`config.mk`:
```
export PLATFORM = sky130hd
export DESIGN_NAME = i2c_bit_level_master_unit
export DESIGN_NICKNAME = d
export VERILOG_FILES = /design/src/rtl/i2cbm_pkg.sv /design/src/rtl/i2c_bit_level_master_unit.sv
export SDC_FILE = /design/constraint.sdc
export NUM_CORES = 1
export LEC_CHECK = 0
export ABC_AREA = 1
export BUFFER_PORTS_ARGS = -buffer_cell sky130_fd_sc_hd__buf_2
export CAP_MARGIN = 20
export CORE_MARGIN = 2
export CORE_UTILIZATION = 40
export CTS_CLUSTER_DIAMETER = 150
export CTS_CLUSTER_SIZE = 20
export DETAILED_ROUTE_END_ITERATION = 16
export GPL_ROUTABILITY_DRIVEN = 0
export MAX_ROUTING_LAYER = met4
export PLACE_DENSITY_LB_ADDON = 0.15
export SLEW_MARGIN = 20
export SYNTH_ARGS = -nofsm -noshare
export SYNTH_HDL_FRONTEND = slang
export SYNTH_SLANG_ARGS = --single-unit
```
`constraint.sdc`:
```
create_clock -name clk -period 3.4 [get_ports clk]
set_input_delay 1.02 -clock clk [delete_from_list [all_inputs] [get_ports clk]]
set_output_delay 1.02 -clock clk [all_outputs]
set_load 0.05 [all_outputs]
```
`src/rtl/i2cbm_pkg.sv`:
```
// ----------------------------------------------------------------------------
// i2cbm_pkg
// Shared types, constants and the phase sequence tables of the I2C bit-level
// master.
// ----------------------------------------------------------------------------
package i2cbm_pkg;

    localparam int TICK_COUNTER_WIDTH_DEF = 16;
    localparam int PHASE_TICKS_WIDTH      = 16;
    localparam logic [PHASE_TICKS_WIDTH-1:0] PHASE_TICKS_RESET = 16'd10;
    localparam int APB_ADDR_WIDTH         = 3;
    localparam int APB_DATA_WIDTH         = 32;
    localparam int PHASE_INDEX_WIDTH      = 6;

    typedef enum logic [0:0] {
        REG_PHASE_TICKS = 1'b0
    } reg_index_t;

    typedef enum logic [2:0] {
        CMD_START = 3'd0,
        CMD_STOP  = 3'd1,
        CMD_ADDR  = 3'd2,
        CMD_WRITE = 3'd3,
        CMD_READ  = 3'd4,
        CMD_IDLE  = 3'd7
    } cmd_t;

    typedef enum logic [3:0] {
        ACT_NOP    = 4'd0,
        ACT_DRV    = 4'd1,
        ACT_REL    = 4'd2,
        ACT_S0     = 4'd3,
        ACT_S1     = 4'd4,
        ACT_D0     = 4'd5,
        ACT_D1     = 4'd6,
        ACT_BIT    = 4'd7,
        ACT_SACK   = 4'd8,
        ACT_SRD    = 4'd9,
        ACT_SRDDRV = 4'd10,
        ACT_ACKOUT = 4'd11
    } action_t;

    typedef struct packed {
        logic    fin;
        action_t act;
    } seq_entry_t;

    function automatic seq_entry_t mk(input logic fin, input action_t act);
        seq_entry_t e;
        e.fin = fin;
        e.act = act;
        return e;
    endfunction

    // phase list of each command, entry per phase index
    function automatic seq_entry_t seq_entry(input cmd_t cmd,
                                             input logic [PHASE_INDEX_WIDTH-1:0] idx);
        seq_entry_t e;
        e = mk(1'b0, ACT_NOP);
        case (cmd)
            CMD_START:
            begin
                case (idx)
                    6'd0: e = mk(1'b0, ACT_DRV);
                    6'd1: e = mk(1'b0, ACT_S0);
                    6'd2: e = mk(1'b0, ACT_D1);
                    6'd3: e = mk(1'b0, ACT_S1);
                    6'd4: e = mk(1'b0, ACT_D0);
                    6'd5: e = mk(1'b1, ACT_S0);
                    default: e = mk(1'b0, ACT_NOP);
                endcase
            end
            CMD_STOP:
            begin
                case (idx)
                    6'd0: e = mk(1'b0, ACT_DRV);
                    6'd1: e = mk(1'b0, ACT_S0);
                    6'd2: e = mk(1'b0, ACT_D0);
                    6'd3: e = mk(1'b0, ACT_S1);
                    6'd4: e = mk(1'b0, ACT_D1);
                    6'd5: e = mk(1'b1, ACT_NOP);
                    default: e = mk(1'b0, ACT_NOP);
                endcase
            end
            CMD_ADDR:
            begin
                case (idx) inside
                    6'd0: e = mk(1'b0, ACT_DRV);
                    6'd1, 6'd2, 6'd5, 6'd6, 6'd9, 6'd10, 6'd13, 6'd14, 6'd17, 6'd18,
                    6'd21, 6'd22, 6'd25, 6'd26, 6'd29, 6'd30, 6'd33:
                        e = mk(1'b0, ACT_S0);
                    6'd3, 6'd7, 6'd11, 6'd15, 6'd19, 6'd23, 6'd27, 6'd31:
                        e = mk(1'b0, ACT_BIT);
                    6'd4, 6'd8, 6'd12, 6'd16, 6'd20, 6'd24, 6'd28, 6'd32:
                        e = mk(1'b0, ACT_S1);
                    6'd34: e = mk(1'b0, ACT_REL);
                    6'd35: e = mk(1'b0, ACT_S0);
                    6'd36: e = mk(1'b0, ACT_D1);
                    6'd37: e = mk(1'b0, ACT_S1);
                    6'd38: e = mk(1'b0, ACT_SACK);
                    6'd39: e = mk(1'b1, ACT_S0);
                    default: e = mk(1'b0, ACT_NOP);
                endcase
            end
            CMD_WRITE:
            begin
                case (idx) inside
                    6'd0: e = mk(1'b0, ACT_DRV);
                    6'd1, 6'd2, 6'd5, 6'd8, 6'd11, 6'd14, 6'd17, 6'd20, 6'd23, 6'd26:
                        e = mk(1'b0, ACT_S0);
                    6'd3, 6'd6, 6'd9, 6'd12, 6'd15, 6'd18, 6'd21, 6'd24:
                        e = mk(1'b0, ACT_BIT);
                    6'd4, 6'd7, 6'd10, 6'd13, 6'd16, 6'd19, 6'd22, 6'd25:
                        e = mk(1'b0, ACT_S1);
                    6'd27: e = mk(1'b0, ACT_REL);
                    6'd28: e = mk(1'b0, ACT_S0);
                    6'd29: e = mk(1'b0, ACT_D1);
                    6'd30: e = mk(1'b0, ACT_S1);
                    6'd31: e = mk(1'b0, ACT_SACK);
                    6'd32: e = mk(1'b1, ACT_S0);
                    default: e = mk(1'b0, ACT_NOP);
                endcase
            end
            CMD_READ:
            begin
                case (idx) inside
                    6'd0: e = mk(1'b0, ACT_REL);
                    6'd1, 6'd3, 6'd20: e = mk(1'b0, ACT_S0);
                    6'd2: e = mk(1'b0, ACT_D1);
                    6'd4, 6'd6, 6'd8, 6'd10, 6'd12, 6'd14, 6'd16, 6'd18, 6'd22:
                        e = mk(1'b0, ACT_S1);
                    6'd5, 6'd7, 6'd9, 6'd11, 6'd13, 6'd15, 6'd17:
                        e = mk(1'b0, ACT_SRD);
                    6'd19: e = mk(1'b0, ACT_SRDDRV);
                    6'd21: e = mk(1'b0, ACT_ACKOUT);
                    6'd23: e = mk(1'b1, ACT_S0);
                    default: e = mk(1'b0, ACT_NOP);
                endcase
            end
            default: e = mk(1'b0, ACT_NOP);
        endcase
        return e;
    endfunction

endpackage

```
`src/rtl/i2c_bit_level_master_unit.sv`:
```
// ----------------------------------------------------------------------------
// i2c_bit_level_master_unit
// I2C master that runs start, stop, address, write byte and read byte
// sequences on SCL and SDA, one tick per request.
// ----------------------------------------------------------------------------
// Each request is one time tick and yields one result; a request is taken
// every clock cycle unless the result register is stalled, and its result
// appears in the output register on the next cycle. The state update and the
// phase table lookup sit in a single register-to-register pass. Each pin phase
// is held for phase_ticks ticks (zero counts as one, values above the tick
// counter range saturate). Commands offered while a sequence runs are dropped.
module i2c_bit_level_master_unit #(
    parameter int TICK_COUNTER_WIDTH = i2cbm_pkg::TICK_COUNTER_WIDTH_DEF
) (
    input  logic                                 clk,
    input  logic                                 rst_n,
    // configuration
    input  logic                                 psel,
    input  logic                                 penable,
    input  logic                                 pwrite,
    input  logic [i2cbm_pkg::APB_ADDR_WIDTH-1:0] paddr,
    input  logic [i2cbm_pkg::APB_DATA_WIDTH-1:0] pwdata,
    output logic [i2cbm_pkg::APB_DATA_WIDTH-1:0] prdata,
    output logic                                 pready,
    // request channel
    input  logic                                 req_valid,
    output logic                                 req_stall,
    input  logic                                 command_valid,
    input  logic [2:0]                           opcode,
    input  logic [6:0]                           device_address,
    input  logic                                 read_not_write,
    input  logic [7:0]                           data_byte,
    input  logic                                 send_nack,
    input  logic                                 sda_sample,
    // result channel
    output logic                                 res_valid,
    input  logic                                 res_stall,
    output logic                                 scl_level,
    output logic                                 sda_drive_enable,
    output logic                                 sda_level,
    output logic                                 busy_res,
    output logic                                 done_res,
    output logic [7:0]                           read_result,
    output logic                                 ack_seen
);

    localparam int TW = TICK_COUNTER_WIDTH;
    localparam int PW = i2cbm_pkg::PHASE_TICKS_WIDTH;
    localparam int LW = (TW > PW) ? TW : PW;
    localparam int XW = i2cbm_pkg::PHASE_INDEX_WIDTH;
    localparam logic [LW-1:0] TICK_MAX = LW'((33'd1 << TW) - 33'd1);

    // configuration
    logic [PW-1:0] phase_ticks_reg;
    logic          cfg_write;

    assign pready    = 1'b1;
    assign cfg_write = psel && penable && pwrite && pready;

    always_ff @(posedge clk or negedge rst_n)
    begin
        if (!rst_n)
        begin
            phase_ticks_reg <= i2cbm_pkg::PHASE_TICKS_RESET;
        end
        else if (cfg_write)
        begin
            unique case (paddr[2])
                i2cbm_pkg::REG_PHASE_TICKS: phase_ticks_reg <= pwdata[PW-1:0];
                default: ;
            endcase
        end
    end

    always_comb
    begin
        unique case (paddr[2])
            i2cbm_pkg::REG_PHASE_TICKS:
                prdata = {{(i2cbm_pkg::APB_DATA_WIDTH-PW){1'b0}}, phase_ticks_reg};
            default: prdata = '0;
        endcase
    end

    // phase hold limit
    logic [LW-1:0] pt_wide;
    logic [TW-1:0] tick_limit;

    always_comb
    begin
        pt_wide = LW'(phase_ticks_reg);
        if (pt_wide == '0)
            tick_limit = TW'(1);
        else if (pt_wide > TICK_MAX)
            tick_limit = TW'(TICK_MAX);
        else
            tick_limit = TW'(pt_wide);
    end

    // sequencer state
    i2cbm_pkg::cmd_t active_command_reg, active_command_next;
    logic [XW-1:0]   phase_index_reg, phase_index_next;
    logic [TW-1:0]   tick_count_reg, tick_count_next;
    logic [7:0]      shift_byte_reg, shift_byte_next;
    logic [3:0]      bit_count_reg, bit_count_next;
    logic            nack_request_reg, nack_request_next;
    logic            scl_reg, scl_next;
    logic            drive_reg, drive_next;
    logic            sda_reg, sda_next;
    logic            ack_reg, ack_next;
    logic [7:0]      read_hold_reg, read_hold_next;
    logic            done_next;

    logic            res_valid_reg;
    logic            accept;

    i2cbm_pkg::seq_entry_t entry;
    i2cbm_pkg::seq_entry_t start_entry;
    i2cbm_pkg::action_t    act;
    logic [XW-1:0]         idx_adv;
    logic                  fin;

    assign req_stall = res_valid_reg && res_stall;
    assign accept    = req_valid && !req_stall;
    assign idx_adv   = phase_index_reg + XW'(1);

    always_comb
    begin
        active_command_next = active_command_reg;
        phase_index_next    = phase_index_reg;
        tick_count_next     = tick_count_reg;
        shift_byte_next     = shift_byte_reg;
        bit_count_next      = bit_count_reg;
        nack_request_next   = nack_request_reg;
        scl_next            = scl_reg;
        drive_next          = drive_reg;
        sda_next            = sda_reg;
        ack_next            = ack_reg;
        read_hold_next      = read_hold_reg;
        done_next           = 1'b0;
        act                 = i2cbm_pkg::ACT_NOP;
        fin                 = 1'b0;
        entry               = i2cbm_pkg::seq_entry(active_command_reg, idx_adv);
        start_entry         = i2cbm_pkg::seq_entry(i2cbm_pkg::cmd_t'(opcode), '0);

        if (active_command_reg == i2cbm_pkg::CMD_IDLE)
        begin
            if (command_valid && opcode <= 3'd4)
            begin
                active_command_next = i2cbm_pkg::cmd_t'(opcode);
                phase_index_next    = '0;
                bit_count_next      = '0;
                if (opcode == i2cbm_pkg::CMD_ADDR)
                    shift_byte_next = {device_address, read_not_write};
                else if (opcode == i2cbm_pkg::CMD_WRITE)
                    shift_byte_next = data_byte;
                else if (opcode == i2cbm_pkg::CMD_READ)
                begin
                    shift_byte_next   = '0;
                    nack_request_next = send_nack;
                end
                act = start_entry.act;
                tick_count_next = TW'(1);
            end
        end
        else if (tick_count_reg < tick_limit)
        begin
            tick_count_next = tick_count_reg + TW'(1);
        end
        else
        begin
            phase_index_next = idx_adv;
            act              = entry.act;
            fin              = entry.fin;
            tick_count_next  = TW'(1);
        end

        case (act)
            i2cbm_pkg::ACT_DRV:
            begin
                drive_next = 1'b1;
                sda_next   = 1'b1;
            end
            i2cbm_pkg::ACT_REL:
            begin
                drive_next = 1'b0;
                sda_next   = 1'b1;
            end
            i2cbm_pkg::ACT_S0: scl_next = 1'b0;
            i2cbm_pkg::ACT_S1: scl_next = 1'b1;
            i2cbm_pkg::ACT_D0: sda_next = 1'b0;
            i2cbm_pkg::ACT_D1: sda_next = 1'b1;
            i2cbm_pkg::ACT_BIT:
            begin
                sda_next        = shift_byte_next[7];
                shift_byte_next = {shift_byte_next[6:0], 1'b0};
                bit_count_next  = bit_count_next + 4'd1;
            end
            i2cbm_pkg::ACT_SACK: ack_next = sda_sample;
            i2cbm_pkg::ACT_SRD:
            begin
                shift_byte_next = {shift_byte_next[6:0], sda_sample};
                bit_count_next  = bit_count_next + 4'd1;
                scl_next        = 1'b0;
            end
            i2cbm_pkg::ACT_SRDDRV:
            begin
                shift_byte_next = {shift_byte_next[6:0], sda_sample};
                bit_count_next  = bit_count_next + 4'd1;
                scl_next        = 1'b0;
                drive_next      = 1'b1;
                sda_next        = 1'b1;
            end
            i2cbm_pkg::ACT_ACKOUT: sda_next = nack_request_next;
            default: ;
        endcase

        if (fin)
        begin
            if (active_command_reg == i2cbm_pkg::CMD_READ)
                read_hold_next = shift_byte_next;
            active_command_next = i2cbm_pkg::CMD_IDLE;
            phase_index_next    = '0;
            tick_count_next     = '0;
            done_next           = 1'b1;
        end
    end

    always_ff @(posedge clk or negedge rst_n)
    begin
        if (!rst_n)
        begin
            active_command_reg <= i2cbm_pkg::CMD_IDLE;
            phase_index_reg    <= '0;
            tick_count_reg     <= '0;
            shift_byte_reg     <= '0;
            bit_count_reg      <= '0;
            nack_request_reg   <= 1'b0;
            scl_reg            <= 1'b1;
            drive_reg          <= 1'b1;
            sda_reg            <= 1'b1;
            ack_reg            <= 1'b1;
            read_hold_reg      <= '0;
        end
        else if (accept)
        begin
            active_command_reg <= active_command_next;
            phase_index_reg    <= phase_index_next;
            tick_count_reg     <= tick_count_next;
            shift_byte_reg     <= shift_byte_next;
            bit_count_reg      <= bit_count_next;
            nack_request_reg   <= nack_request_next;
            scl_reg            <= scl_next;
            drive_reg          <= drive_next;
            sda_reg            <= sda_next;
            ack_reg            <= ack_next;
            read_hold_reg      <= read_hold_next;
        end
    end

    // result register
    logic       out_scl_reg, out_drive_reg, out_sda_reg, out_busy_reg, out_done_reg;
    logic       out_ack_reg;
    logic [7:0] out_read_reg;

    always_ff @(posedge clk or negedge rst_n)
    begin
        if (!rst_n)
            res_valid_reg <= 1'b0;
        else if (accept)
            res_valid_reg <= 1'b1;
        else if (!res_stall)
            res_valid_reg <= 1'b0;
    end

    always_ff @(posedge clk)
    begin
        if (accept)
        begin
            out_scl_reg   <= scl_next;
            out_drive_reg <= drive_next;
            out_sda_reg   <= sda_next;
            out_busy_reg  <= (active_command_next != i2cbm_pkg::CMD_IDLE);
            out_done_reg  <= done_next;
            out_read_reg  <= read_hold_next;
            out_ack_reg   <= ack_next;
        end
    end

    assign res_valid        = res_valid_reg;
    assign scl_level        = out_scl_reg;
    assign sda_drive_enable = out_drive_reg;
    assign sda_level        = out_sda_reg;
    assign busy_res         = out_busy_reg;
    assign done_res         = out_done_reg;
    assign read_result      = out_read_reg;
    assign ack_seen         = out_ack_reg;

    // checks
    a_done_not_busy: assert property (@(posedge clk) disable iff (!rst_n)
        res_valid_reg |-> !(out_done_reg && out_busy_reg))
        else $error("done and busy reported together");

    a_idle_clean: assert property (@(posedge clk) disable iff (!rst_n)
        (active_command_reg == i2cbm_pkg::CMD_IDLE) |->
            (phase_index_reg == '0 && tick_count_reg == '0))
        else $error("idle sequencer holds a phase or tick count");

    a_busy_ticking: assert property (@(posedge clk) disable iff (!rst_n)
        (active_command_reg != i2cbm_pkg::CMD_IDLE) |-> (tick_count_reg != '0))
        else $error("running sequence with zero tick count");

    a_bit_count: assert property (@(posedge clk) disable iff (!rst_n)
        bit_count_reg <= 4'd8)
        else $error("bit count beyond one byte");

    a_accept_result: assert property (@(posedge clk) disable iff (!rst_n)
        accept |=> res_valid_reg)
        else $error("accepted request produced no result");

endmodule

```
# Yosys cells after proc, flatten, opt, wreduce, memory -nomap -nowiden
# Cells that the tools add are included.
# Widths: inputs -> output; s select.
[op_classes] magnitude_cmp=3 n_reduce_logical=27 n_mux=71 add_sub_neg=2 eq_ne=63 bitwise_logic=1
[op_table] operator="$mux 5" count=28
[op_table] operator="$mux 16" count=7
[op_table] operator="$eq 6x5->1 const B" count=16
[op_table] operator="$pmux 5 s6" count=2
[op_table] operator="$mux 8" count=7
[op_table] operator="$eq 6x4->1 const B" count=8
[op_table] operator="$eq 6x6->1 const B" count=8
[op_table] operator="$reduce_or 8->1" count=4
[op_table] operator="$pmux 5 s5" count=1
[op_table] operator="$eq 6x3->1 const B" count=4
[op_table] operator="$mux 6" count=4
[op_table] operator="$reduce_or 17->1" count=1
[op_table] operator="$add 16x1->16 const B" count=1
[op_table] operator="$eq 4x3->1 const B" count=4
[op_table] operator="$eq 4x4->1 const B" count=4
[op_table] operator="$gt 16x16->1 const B" count=1
[op_table] operator="$logic_not 16->1" count=1
[op_table] operator="$lt 16x16->1" count=1
[op_table] operator="$pmux 8 s2" count=1
[op_table] operator="$eq 3x2->1 const B" count=4
[op_table] operator="$eq 6x2->1 const B" count=2
[op_table] operator="$mux 4" count=3
[op_table] operator="$mux 1" count=11
[op_table] operator="$reduce_or 10->1" count=1
[op_table] operator="26 further kinds" count=43
[word_totals] in_bits=64 output_inout_bits=49 regBits=77 elab_cells=186

# Depth between registers and ports, before layout
# Gate-level depths: netlist of the first run.
[depth] ltp_word=20 depth_mapped=27 mapped_depth_nobuf=27

# Worst setup path before layout of the first run
# OpenSTA, ideal clock, no wires.
[synth_path] path_kind="input to output" startpoint="in paddr[2] in the netlist's numbering" endpoint="out prdata[10] in the netlist's numbering" stages=3 required_time_ns=2.380 slack_ns=0.319 arrival_time_ns=2.061 n_path_buf=2 path_cell_list="clkbuf_1 -> clkbuf_1 -> nor2_1"
[synth_between] elab_chain_cells=1
[synth_rtl] element="from (decl)" line="i2c_bit_level_master_unit.sv:21" text="input logic [i2cbm_pkg::APB_ADDR_WIDTH-1:0] paddr,"
[synth_rtl] element="$mux 16" line="i2c_bit_level_master_unit.sv:77" text="unique case (paddr[2])"
[synth_rtl] element="to (decl)" line="i2c_bit_level_master_unit.sv:23" text="output logic [i2cbm_pkg::APB_DATA_WIDTH-1:0] prdata,"
# No other way between the ends.

# Worst setup path in the final report of the first run
[layout_path] startpoint="reg phase_index_reg[0]" endpoint="reg out_read_reg[4], in the netlist read_result[4] (data pin)"
[layout_between] elab_chain_cells=20 word_cells_on_any_way=92 classes_between="add/sub (1); eq/ne (42); mux (38); reduce/logical (11)"
[layout_rtl] element="from (decl)" line="i2c_bit_level_master_unit.sv:101" text="logic [XW-1:0] phase_index_reg, phase_index_next;"
[layout_rtl] element="from (signal assigned)" line="i2c_bit_level_master_unit.sv:247" text="phase_index_reg <= phase_index_next;"
[layout_rtl] element="$add 6x1->6 (*)" line="i2c_bit_level_master_unit.sv:124" text="assign idx_adv = phase_index_reg + XW'(1);"
[layout_rtl] element="$eq 6x6->1" line="i2c_bit_level_master_unit.sv:142" text="entry = i2cbm_pkg::seq_entry(active_command_reg, idx_adv);"
[layout_rtl] element="$mux 5 (on tied branches) (10 in series)" line="i2cbm_pkg.sv:107, i2cbm_pkg.sv:87"
[layout_rtl] element="$pmux 5 s5 (*)" line="i2cbm_pkg.sv:60" text="case (cmd)"
[layout_rtl] element="$mux 4" line="i2c_bit_level_master_unit.sv:165" text="else if (tick_count_reg < tick_limit)"
[layout_rtl] element="$mux 4" line="i2c_bit_level_master_unit.sv:145" text="if (active_command_reg == i2cbm_pkg::CMD_IDLE)"
[layout_rtl] element="$eq 4x4->1" line="i2c_bit_level_master_unit.sv:177" text="case (act)"
[layout_rtl] element="$reduce_or 2->1 (no line)"
[layout_rtl] element="$pmux 8 s2" line="i2c_bit_level_master_unit.sv:177"
[layout_rtl] element="$mux 8" line="i2c_bit_level_master_unit.sv:219" text="if (active_command_reg == i2cbm_pkg::CMD_READ)"
[layout_rtl] element="$mux 8 (*)" line="i2c_bit_level_master_unit.sv:217" text="if (fin)"
[layout_rtl] element="via read_hold_next[4]" line="i2c_bit_level_master_unit.sv:110" text="logic [7:0] read_hold_reg, read_hold_next;"
[layout_rtl] element="to (signal assigned)" line="i2c_bit_level_master_unit.sv:284" text="out_read_reg <= read_hold_next;"
[layout_rtl] element="to (decl)" line="i2c_bit_level_master_unit.sv:263" text="logic [7:0] out_read_reg;"
# The timed path passes the listed nets; every way through them passes the cells marked *.
# A chain may end at the register's enable or synchronous reset.

==> results of run 1 <==
==> power breakdown <==
group / internal [W] / leakage (nW) / total, W / switching, W
registers: 0.00114 / 0.863 / 0.00128 / 0.000144
logic: 0.000754 / 2.57 / 0.00220 / 0.00144
clock network: 0.000564 / 0.137 / 0.000936 / 0.000372
==> layout make-up <==
type	instances	area share [%]
clock buffer	11	3.36
clock inverter	5	0.740
inverter	96	5.27
multi-input combinational	614	47.7
sequential	77	29.0
tap	180	3.25
timing repair buffer	120	10.8
==> cells in the final DEF (no fill, tap or decap), types with 3 or more instances in the layout <==
cell | netlist | layout
nand2_1 | 174 | 171
nor2_1 | 129 | 122
inv_1 | 90 | 89
buf_2 | 1 | 77
nand3_1 | 79 | 71
dfrtp_1 | 54 | 53
buf_4 | 18 | 40
a21oi_1 | 37 | 35
o21ai_0 | 29 | 28
ha_1 | 21 | 18
conb_1 | 2 | 17
nand4_1 | 15 | 15
nor3_1 | 15 | 14
edfxtp_1 | 14 | 14
nand3_2 | 7 | 12
nand2_2 | 10 | 11
a31oi_1 | 11 | 11
dfstp_2 | 9 | 9
clkbuf_16 | 0 | 9
nor2_2 | 4 | 8
or2_2 | 8 | 8
and2_1 | 8 | 8
nand3_4 | 3 | 7
a22oi_1 | 7 | 7
nor2_4 | 3 | 6
o22ai_1 | 5 | 5
inv_2 | 4 | 4
a22o_1 | 4 | 4
xor2_1 | 4 | 4
nand2_4 | 1 | 3
a21oi_2 | 3 | 3
o21ai_1 | 2 | 3
a21oi_4 | 1 | 3
ha_2 | 0 | 3
buf_12 | 0 | 3
==> routing by layer <==
layer,GRT usage [%],wire length (µm),vias to the layer above
met5,-,0,-
met4,4.89,164,0
met3,4.46,680,15
met2,33.0,7240,119
met1,27.4,6620,2515
li1,-,-,2840
==> cell families (layout without fill, tap and decap cells) <==
group,count (synthesis),count (layout),share of synthesized area (%)
compound gates,107,107,11.2
xor+xnor,5,5,0.775
fa+ha+maj,21,21,4.65
buf+inv,129,232,10.2
flops,77,77,35.5
other cells,2,17,0.133
simple gates,463,464,37.5
==> how the worst min path moves through the flow <==
| stage | from | end | slack, ns |
|---|---|---|---|
| after floorplan | read_hold_reg[7]$_DFFE_PN0P_ | read_hold_reg[7]$_DFFE_PN0P_ | 0.44 |
| after global placement | read_hold_reg[5]$_DFFE_PN0P_ | read_hold_reg[5]$_DFFE_PN0P_ | 0.45 |
| after detailed placement | read_hold_reg[0]$_DFFE_PN0P_ | read_hold_reg[0]$_DFFE_PN0P_ | 0.46 |
| after CTS | read_hold_reg[0]$_DFFE_PN0P_ | read_hold_reg[0]$_DFFE_PN0P_ | 0.47 |
| after global routing | sda_reg$_DFFE_PN1P_ | sda_reg$_DFFE_PN1P_ | 0.49 |
| final | drive_reg$_DFFE_PN1P_ | drive_reg$_DFFE_PN1P_ | 0.47 |
==> worst max-delay path, stage by stage, from the launching register on <==
cell	delay, ns
dfrtp_1	0.40
ha_2	0.22
nand2_1	0.08
inv_2	0.04
nor2_4	0.19
inv_4	0.12
nand3_4	0.12
nor2_1	0.07
a21oi_2	0.19
nand2_2	0.09
nor2_4	0.14
nand2_1	0.10
nor3_2	0.24
nand2_1	0.08
nand2_1	0.06
inv_1	0.06
a21oi_4	0.24
nand3_4	0.14
nand3_1	0.11
nand3_1	0.11
and2_1	0.15
==> per-stage QoR <==
step | hold WS (ns) | setup TNS (ns)
floorplan | 0.442 | 0
global placement | 0.455 | 0
detailed placement | 0.457 | 0
CTS | 0.474 | 0
global route | 0.492 | -0.514
finish | 0.470 | 0
==> timing repair <==
| action | 4_1_cts | 5_1_grt |
|---|---|---|
| resized for setup | 0 | 39 |
| endpoints found under the setup margin | 0 | 35 |
| setup buffers | 0 | 3 |
| endpoints found under the hold margin | 0 | 0 |
==> results.md, run 1 <==
- Outcome: completed
- Peak supply drop: 0.273 mV
- H-tree Lvls: 3
- Pwr Total: 0.00442 W
- Worst Setup EP: read_result[4]$_DFFE_PP_
- Syn Inst Count: 804
- Yosys reg bits: 77
- Via density: 4.98
- Area leader, netlist: dfrtp_1
- Crit path from: phase_index_reg[0]$_DFFE_PN0P_
- R2r setup slk: 0.21 ns
- Share of layout cells above drive strength 1: 23.6%
- Syn_area_per_cell: 7.03 µm²
- Core box area: 13800 µm²
- Post-Synthesis Cell Area: 5650 µm²
- Post-route DRC: 0
- Worst slew pin tran: 0.680 ns
- Slew Limit Headroom: 54.3%
- GRT Total Usage: 20.9%
- Detailed placement HPWL: 11100 µm
- Min setup slack post-route: 0.214 ns
- Total grt overflow: 0
- Setup violators final: 0
- Die X: 123 µm
- Num rows: 43
- Clk_skew: 0.00895 ns
- Initial DRT Pass Iterations: 5
- Post-Place Cell Area: 6450 µm²
- Routed len/inst: 13.3 µm
- Starting Density: 40.9%
- Final hold vios: 0
- Synth cell types: 50
- First-pass GRT wire length: 24200 µm
- Initial antenna violation count: 0
- Top cells by count, synth: nand2_1 (174), nor2_1 (129), inv_1 (90)
- Slew Viols, Final: 0
- Most numerous cell in the Yosys netlist: nand2_1
- Seq/Total Area, Yosys: 35.5%
- Hold Path Stages: 2
- Vias in the first global route: 5103
- Synth Flop Type: dfrtp_1
- Tmin final: 3.19 ns
- Static Leak: 3.57 nW
- Num CTS Buffers: 9
- Root buf cell: clkbuf_16
- Max clock buf depth: 2
- Reg2reg start: phase_index_reg[0]$_DFFE_PN0P_
- CTS clk-pin slew, worst paths: 0.06 ns
- Clock Latency Late Sink: 0.34 ns
- Yosys warning count: 0
- Number of I/O pins: 113
- Worst endpoint required time: 3.50 ns
- # Max-Cap Violations: 0
- Placed cell count: 1083
- Ys async rst share: 81.8%
- Seq. cell area: 2010 µm²
- Hold Path Class: reg2reg
- Final instance area: 6940 µm²
- Reg2Reg Capture Point: read_result[4]$_DFFE_PP_
- DP Worst Slack: 0.166 ns
- CTS tree: built
- FILL cells: 1424
- Total power divided by cell area: 637 nW/µm²
- Vias: 5489
- Fmax: 0.314 GHz
- Final Routed Wirelength: 14700 µm
- Fin crit share: 93.7%
- RSZ-0062 raised after global routing: true
- Layout Cells excl Fill: 1103
- Final Util: 50.2%
- Worst-path fanout max: 9
- Die Span Y: 123 µm
- Area of the multi-input gates: 3310 µm²
- P&R area growth vs syn: 22.7%
- Port Buffer Count: 77
- 1st-iter DRT viols: 366
- Yosys top cell area share: 23.9%
- Kind of critical path: reg2reg
- Hold buffers post-CTS: 0
- Kind of start point of the critical path: flip-flop
- Clock Sinks: 77
- Post-synth EDFFs: 14
- Dominant cells by area after synthesis: dfrtp_1 (24%), nand2_1 (12%), nor2_1 (8.6%)
- WP data arrival: 3.29 ns
- Die ar.: 15100 µm²
- Largest net degree at the start of global routing: 53
- Capturing element type of the critical path: flip-flop
- Post-route ant nets: 0
- Cells on worst reg2reg path: 20
- Nets: 1003
- Diodes inserted: 0
(Power assumes the default switching activity.)
==> inputs of run 2 (changes only) <==
--- a/config.mk
+++ b/config.mk
@@ -8,6 +8,7 @@
 export ABC_AREA = 1
 export BUFFER_PORTS_ARGS = -buffer_cell sky130_fd_sc_hd__buf_2
 export CAP_MARGIN = 20
+export CORE_ASPECT_RATIO = 0.8
 export CORE_MARGIN = 2
 export CORE_UTILIZATION = 40
 export CTS_CLUSTER_DIAMETER = 150
==> run 2 against run 1 <==
Effect of this change:
- sequential power about the same
- setup slack worse by 0.010 ns
- sequential share of layout area fell by 0.66 points
- global-route usage fell by 0.45 points
- fmax shrank 0.31%
- sequential cell count unchanged
- register-to-register slack hardly changed
- utilization rose by 1.7 points
- largest cell class unchanged
- clock skew shrank 0.0011 ns
- routed wire length grew 0.71%
- combinational power rose by 4%
- non-clock buffer count is 13 higher
==> results.md, run 2 (synthesis gave the netlist of run 1 again) <==
- Starting Density: 41.3% (+0.40 points)
- Static Leak: 3.66 nW (+2.6%)
- Fin crit share: 94.0% (+0.29 points)
- Die Span Y: 110 µm (-10%)
- Wire length on met2: 6270 µm (-13%)
- Diodes inserted: 0 (unchanged)
- FILL cells: 1348 (-5.3%)
- Cells on worst reg2reg path: 21 (+5.0%)
- Share of layout cells above drive strength 1: 24.9% (+1.3 points)
- Vias in the first global route: 4876 (-4.4%)
- Hold Path Class: reg2reg
- Setup violators final: 0 (unchanged)
- Total power divided by cell area: 641 nW/µm² (+0.72%)
- Outcome: completed
- Die X: 137 µm (+11%)
- WP data arrival: 3.29 ns (about the same)
- Tmin final: 3.20 ns (+0.0100 ns)
- Metal3 WL: 924 µm (+36%)
- Worst Setup EP: read_result[5]$_DFFE_PP_
- Hold buffers post-CTS: 0 (unchanged)
- Reg2reg start: phase_index_reg[0]$_DFFE_PN0P_
- First-pass GRT wire length: 23900 µm (-1.4%)
- Largest net degree at the start of global routing: 53 (unchanged)
- Slew Viols, Final: 0 (unchanged)
- Worst-path fanout max: 9 (unchanged)
- Commonest non-fill, non-tap cell in the layout: nand2_1
- Slew Limit Headroom: 55.0% (+0.69 points)
- Clk_skew: 0.00788 ns (-0.00107 ns)
- Nets: 1016 (+1.3%)
- Clock Sinks: 77 (unchanged)
- Total grt overflow: 0 (unchanged)
- Worst endpoint required time: 3.49 ns (about the same)
- Clock Latency Late Sink: 0.33 ns (about the same)
- Metal1 wirelength: 7530 µm (+14%)
- Kind of critical path: reg2reg
- Via density: 4.93 (-0.86%)
- Final Routed Wirelength: 14800 µm (+0.71%)
- CTS clk-pin slew, worst paths: 0.06 ns (about the same)
- Worst slew pin tran: 0.670 ns (-0.0102 ns)
- Num rows: 38 (-12%)
- Vias: 5506 (+0.31%)
- Port Buffer Count: 77 (unchanged)
- Num CTS Buffers: 9 (unchanged)
- Crit path from: phase_index_reg[0]$_DFFE_PN0P_
- CTS tree: built
- Kind of start point of the critical path: flip-flop
- Final hold vios: 0 (unchanged)
- Peak supply drop: 0.264 mV (-3.1%)
- Core box area: 13700 µm² (-0.97%)
- Routed len/inst: 13.3 µm (-0.47%)
- Capturing element type of the critical path: flip-flop
- DR top layer: met4
- H-tree Lvls: 3 (unchanged)
- Post-route ant nets: 0 (unchanged)
- Hold_ws: 0.468 ns (-0.00169 ns)
- Detailed placement HPWL: 11200 µm (+0.14%)
- 1st-iter DRT viols: 342 (-6.6%)
- R2r setup slk: 0.20 ns (about the same)
- Die ar.: 15100 µm² (about the same)
- # Max-Cap Violations: 0 (unchanged)
- Number of I/O pins: 113 (unchanged)
- Initial DRT Pass Iterations: 5 (unchanged)
- GRT Total Usage: 20.4% (-0.45 points)
- Fmax: 0.313 GHz (-0.31%)
- Most frequent cells in the layout: nand2_1 (171), nor2_1 (120), inv_1 (89)
- Reg2Reg Capture Point: read_result[5]$_DFFE_PP_
- Root buf cell: clkbuf_16
- P&R area growth vs syn: 25.6%
- Final Util: 51.8% (+1.7 points)
- Max clock buf depth: 2 (unchanged)
- Hold Path Stages: 2 (unchanged)
- Initial antenna violation count: 0 (unchanged)
- Post-route DRC: 0 (unchanged)
==> run 2: power breakdown <==
part           internal [W]  total [W]  switching [W]  leakage (nW)
sequential          0.00114    0.00128       0.000143         0.863
clock              0.000606   0.000989       0.000382         0.149
combinational      0.000798    0.00228        0.00148          2.65
total               0.00254    0.00455        0.00201          3.66
==> run 2: worst min path at each step <==
| stage | slack, ns | endpoint | start |
|---|---|---|---|
| floorplan | 0.44 | read_hold_reg[7]$_DFFE_PN0P_ | read_hold_reg[7]$_DFFE_PN0P_ |
| global placement | 0.45 | read_hold_reg[7]$_DFFE_PN0P_ | read_hold_reg[7]$_DFFE_PN0P_ |
| detailed placement | 0.46 | read_hold_reg[7]$_DFFE_PN0P_ | read_hold_reg[7]$_DFFE_PN0P_ |
| CTS | 0.47 | sda_reg$_DFFE_PN1P_ | sda_reg$_DFFE_PN1P_ |
| global route | 0.48 | sda_reg$_DFFE_PN1P_ | sda_reg$_DFFE_PN1P_ |
| finish | 0.47 | drive_reg$_DFFE_PN1P_ | drive_reg$_DFFE_PN1P_ |
==> run 2: repair_timing <==
item | CTS | global route
buffers inserted | 0 | 6
resized for setup | 0 | 44
endpoints found under the setup margin | 0 | 37
==> run 2: area by class of cell <==
type	count	area, µm²	area share [%]
Clock buffer	13	293	4.13
Tap cell	180	225	3.17
Inverter	96	363	5.11
Multi-Input combinational cell	614	3330	46.9
Clock inverter	3	23.8	0.335
Timing Repair Buffer	133	856	12.1
Sequential cell	77	2010	28.3
==> run 2: routing by layer <==
metal / global-route usage, % / vias up
li1: - / 2871
met1: 30.4 / 2473
met2: 29.4 / 155
met3: 3.84 / 7
met4: 2.95 / 0
met5: - / -
==> run 2: critical path, stage by stage (launching register included) <==
cell     delay [ns]
dfrtp_1        0.38
ha_2           0.22
nand2_1        0.08
inv_2          0.04
nor2_4         0.19
buf_4          0.17
buf_4          0.11
nand3_2        0.14
nor2_2         0.14
nand3_1        0.14
a21oi_1        0.17
nand2_1        0.06
nand3_1        0.08
nand2_1        0.07
nand4_2        0.10
nand2_1        0.10
nand2_4        0.11
nand3_4        0.11
buf_12         0.16
nand3_1        0.10
nand3_1        0.11
and2_1         0.15
==> run 2: through the flow <==
| stage | total power, W | worst slack (ns) | cell area, µm² | cells | TNS, ns |
|---|---|---|---|---|---|
| after detailed placement | 0.00330 | 0.160 | 6520 | 1093 | 0 |
| after floorplan | 0.00275 | 0.319 | 5710 | 819 | 0 |
| after global routing | 0.00489 | -0.0180 | 7100 | 1116 | -0.0608 |
| after global placement | 0.00329 | 0.173 | 6520 | 1093 | 0 |
| final | 0.00455 | 0.204 | 7100 | 1116 | 0 |
| after CTS | 0.00430 | 0.137 | 6840 | 1109 | 0 |
==> inputs of run 3 (changes only) <==
--- a/config.mk
+++ b/config.mk
@@ -5,7 +5,7 @@
 export SDC_FILE = /design/constraint.sdc
 export NUM_CORES = 1
 export LEC_CHECK = 0
-export ABC_AREA = 1
+export ABC_AREA = 0
 export BUFFER_PORTS_ARGS = -buffer_cell sky130_fd_sc_hd__buf_2
 export CAP_MARGIN = 20
 export CORE_ASPECT_RATIO = 0.8
==> run 3 against run 2 <==
Effect of this change:
- routed wire length is 28% higher
- total power is 22% higher
- global-route usage is 1.9 points higher
- clock-buffer cell count stayed put
- synthesized cell count is 8.0% lower
- critical path depth is 7 lower
- via count is 13% higher
- first-iteration DRC count is 80% higher
- synthesized area is 14% higher
- design area is 14% higher
- clock skew hardly changed
- critical path type unchanged
- highest routed layer unchanged
==> results.md, run 3 <==
- DP Worst Slack: -0.0706 ns (-0.231 ns)
- Diodes inserted: 0 (unchanged)
- Worst endpoint required time: 3.60 ns (+0.11 ns)
- Post-route ant nets: 0 (unchanged)
- Syn Inst Count: 740 (-8.0%)
- Vias: 6241 (+13%)
- RSZ-0062 raised after global routing: true
- Pwr Total: 0.00555 W (+22%)
- Area leader, netlist: dfrtp_1
- Peak supply drop: 0.269 mV (+1.8%)
- Number of I/O pins: 113 (unchanged)
- Syn_area_per_cell: 8.67 µm² (+23%)
- Port Buffer Count: 77 (unchanged)
- Die X: 146 µm (+6.3%)
- Combinational share of power: 61.4% (+11 points)
- Commonest non-fill, non-tap cell in the layout: buf_4
- Share of layout cells above drive strength 1: 34.0% (+9.1 points)
- Ys async rst share: 81.8% (unchanged)
- Psw: 0.00250 W (+24%)
- Seq/Total Area, Yosys: 31.3% (-4.2 points)
- Top cells by count, synth: nor2_1 (77), nand2_1 (73), o21ai_0 (55)
- Clock Sinks: 77 (unchanged)
- Synth Flop Type: dfrtp_1
- Int Power: 0.00306 W (+20%)
- Fmax: 0.298 GHz (-4.8%)
- First-pass GRT wire length: 30000 µm (+26%)
- Worst slew pin tran: 0.794 ns (+0.124 ns)
- Die ar.: 17100 µm² (+13%)
- Sw frac: 45.0% (+0.83 points)
- Placed cell count: 1076 (-1.6%)
- Min setup slack post-route: 0.0434 ns (-0.160 ns)
- Clock Latency Late Sink: 0.34 ns (about the same)
- CTS tree: built
- Yosys top cell area share: 21.1% (-2.8 points)
- Via density: 5.67 (+15%)
- Final setup TNS: 0 ns (unchanged)
- Layout Cells excl Fill: 1101 (-1.3%)
- Clock network fraction of design power: 16.7% (-5.0 points)
- Synth cell types: 98 (+96%)
- Fin crit share: 98.7% (+4.7 points)
- Num rows: 41 (+7.9%)
- WP data arrival: 3.56 ns (+0.27 ns)
- Root buf cell: clkbuf_16
- Most frequent cells in the layout: buf_4 (92), buf_2 (77), nor2_1 (75)
- Num CTS Buffers: 9 (unchanged)
- Final Routed Wirelength: 18900 µm (+28%)
- Initial DRT Pass Iterations: 5 (unchanged)
- P&R area growth vs syn: 25.8%
- Static Leak: 3.61 nW (-1.5%)
- Largest net degree at the start of global routing: 35 (-34%)
- Total grt overflow: 0 (unchanged)
- Dominant cells by area after synthesis: dfrtp_1 (21%), edfxtp_1 (6.6%), mux2_2 (6.3%)
- Capturing element type of the critical path: flip-flop
- Total power divided by cell area: 688 nW/µm² (+7.3%)
- Tmin final: 3.36 ns (+0.160 ns)
- Hold Path Class: reg2reg
- CTS clk-pin slew, worst paths: 0.06 ns (about the same)
- Buf+Inv Stages, Crit Path: 4 (unchanged)
- Hold_ws: 0.488 ns (+0.0200 ns)
- CP most frequent cell: buf_4
- CP max stage delay: 0.42 ns (+0.04 ns)
- Seq pwr share: 21.9% (-6.3 points)
- Clk_skew: 0.00823 ns (+0.000352 ns)
- Post-route DRC: 0 (unchanged)
- Most numerous cell in the Yosys netlist: nor2_1
- Detailed placement HPWL: 14400 µm (+29%)
- Post-synth EDFFs: 14 (unchanged)
- Final hold vios: 0 (unchanged)
- H-tree Lvls: 3 (unchanged)
- Hold buffers post-CTS: 0 (unchanged)
- GRT Total Usage: 22.3% (+1.9 points)
- 1st-iter DRT viols: 615 (+80%)
- Initial antenna violation count: 0 (unchanged)
- Die Span Y: 117 µm (+6.3%)
- CP delay by family, top: compound AO/OA/AOI/OAI gates
- # Max-Cap Violations: 0 (unchanged)
- CP cell instances: buf_4 -> buf_4 -> a21boi_2 -> buf_12 -> nor4b_2 -> nor3_2 -> nand3_1 -> a311o_1 -> o311a_1 -> o221ai_4 -> nor3b_4 -> buf_6 -> o32ai_1 -> a221oi_2
- Nets: 966 (-4.9%)
- Worst-path fanout max: 12 (+3)
- Yosys reg bits: 77 (unchanged)
- Core box area: 15700 µm² (+15%)
- Vias in the first global route: 5817 (+19%)
- Slew Limit Headroom: 47.1% (-7.9 points)
- Post-Synthesis Cell Area: 6410 µm² (+14%)
- Routed len/inst: 17.2 µm (+30%)
- Kind of start point of the critical path: flip-flop
- Slew Viols, Final: 0 (unchanged)
- Outcome: completed
- Starting Density: 40.7% (-0.54 points)
- Yosys warning count: 0 (unchanged)
- Kind of critical path: reg2reg
- Max clock buf depth: 2 (unchanged)
- Slowest stage cell, crit path: a311o_1
- Setup violators final: 0 (unchanged)
## run 3: what timing repair did
item                       4_1_cts  5_1_grt
resized for setup                6       43
pin swaps                        2        9
buffers inserted                 2        7
cloned                           0        0
setup endpoints to repair       19       32
## run 3: path summary, 6_finish.rpt
| check | to | slack (ns) | depth (start not counted) | start |
|---|---|---|---|---|
| worst max-delay path | shift_byte_reg[4]$_DFFE_PN0P_ | 0.04 | 14 | phase_index_reg[1]$_DFFE_PN0P_ |
| worst min-delay path | shift_byte_reg[0]$_DFFE_PN0P_ | 0.49 | 2 | shift_byte_reg[0]$_DFFE_PN0P_ |
| max in group asynchronous | phase_ticks_reg[1]$_DFFE_PN1P_ | 1.83 | 2 | rst_n |
| min in group asynchronous | tick_count_reg[14]$_DFFE_PN0P_ | 0.76 | 1 | rst_n |
| worst min register to register | shift_byte_reg[0]$_DFFE_PN0P_ | 0.49 | 2 | shift_byte_reg[0]$_DFFE_PN0P_ |
| worst max register to register | shift_byte_reg[4]$_DFFE_PN0P_ | 0.04 | 14 | phase_index_reg[1]$_DFFE_PN0P_ |
## run 3: final cells by class
type                       instances  area [µm²]
tap                              215         269
sequential                        77        2010
clock buffer                      13         272
timing repair buffer             176        1190
fill                            1482        7680
inverter                          27         101
multi-input combinational        590        4210
clock inverter                     3        18.8
## run 3: power groups by stage
stage / Sequential (W) / Clock (W) / Combinational [W]
after global placement: 0.00122 / 0 / 0.00307
after detailed placement: 0.00123 / 0 / 0.00311
after global routing: 0.00123 / 0.000989 / 0.00365
final: 0.00121 / 0.000929 / 0.00341
after floorplan: 0.00122 / 0 / 0.00214
after CTS: 0.00121 / 0.000945 / 0.00316
## run 3: through the flow
stage	instance area [µm²]	utilization, %
floorplan	6470	-
global placement	7470	47.4
detailed placement	7470	47.4
CTS	7810	49.6
global route	8070	51.2
finish	8070	51.2
## run 3: cell families (layout without fill, tap and decap cells)
group                    count (synthesis)  in the layout  synth area share [%]
AND/OR/NAND/NOR                        283            283                  22.8
AO/OA/AOI/OAI                          198            198                  22.6
buffers and inverters                   88            219                  7.51
flip-flops                              77             77                  31.3
multiplexers                            51             51                  8.74
adder cells (fa/ha/maj)                 21             21                  4.10
XOR/XNOR                                20             20                  2.85
other                                    2             17                 0.117
## run 3: metal layers
| metal | GRT usage [%] | routed length, µm | vias to the layer above |
|---|---|---|---|
| met4 | 5.36 | 240 | 0 |
| met1 | 31.2 | 8950 | 2994 |
| met2 | 33.6 | 8400 | 252 |
| met3 | 3.91 | 1340 | 25 |
| met5 | - | 0 | - |
| li1 | - | - | 2970 |
## run 3: worst min-delay path: cells and delay by family, from the launching register on
| family | cells | cell delay [ns] |
|---|---|---|
| flops | 1 | 0.34 |
| simple gates | 2 | 0.11 |
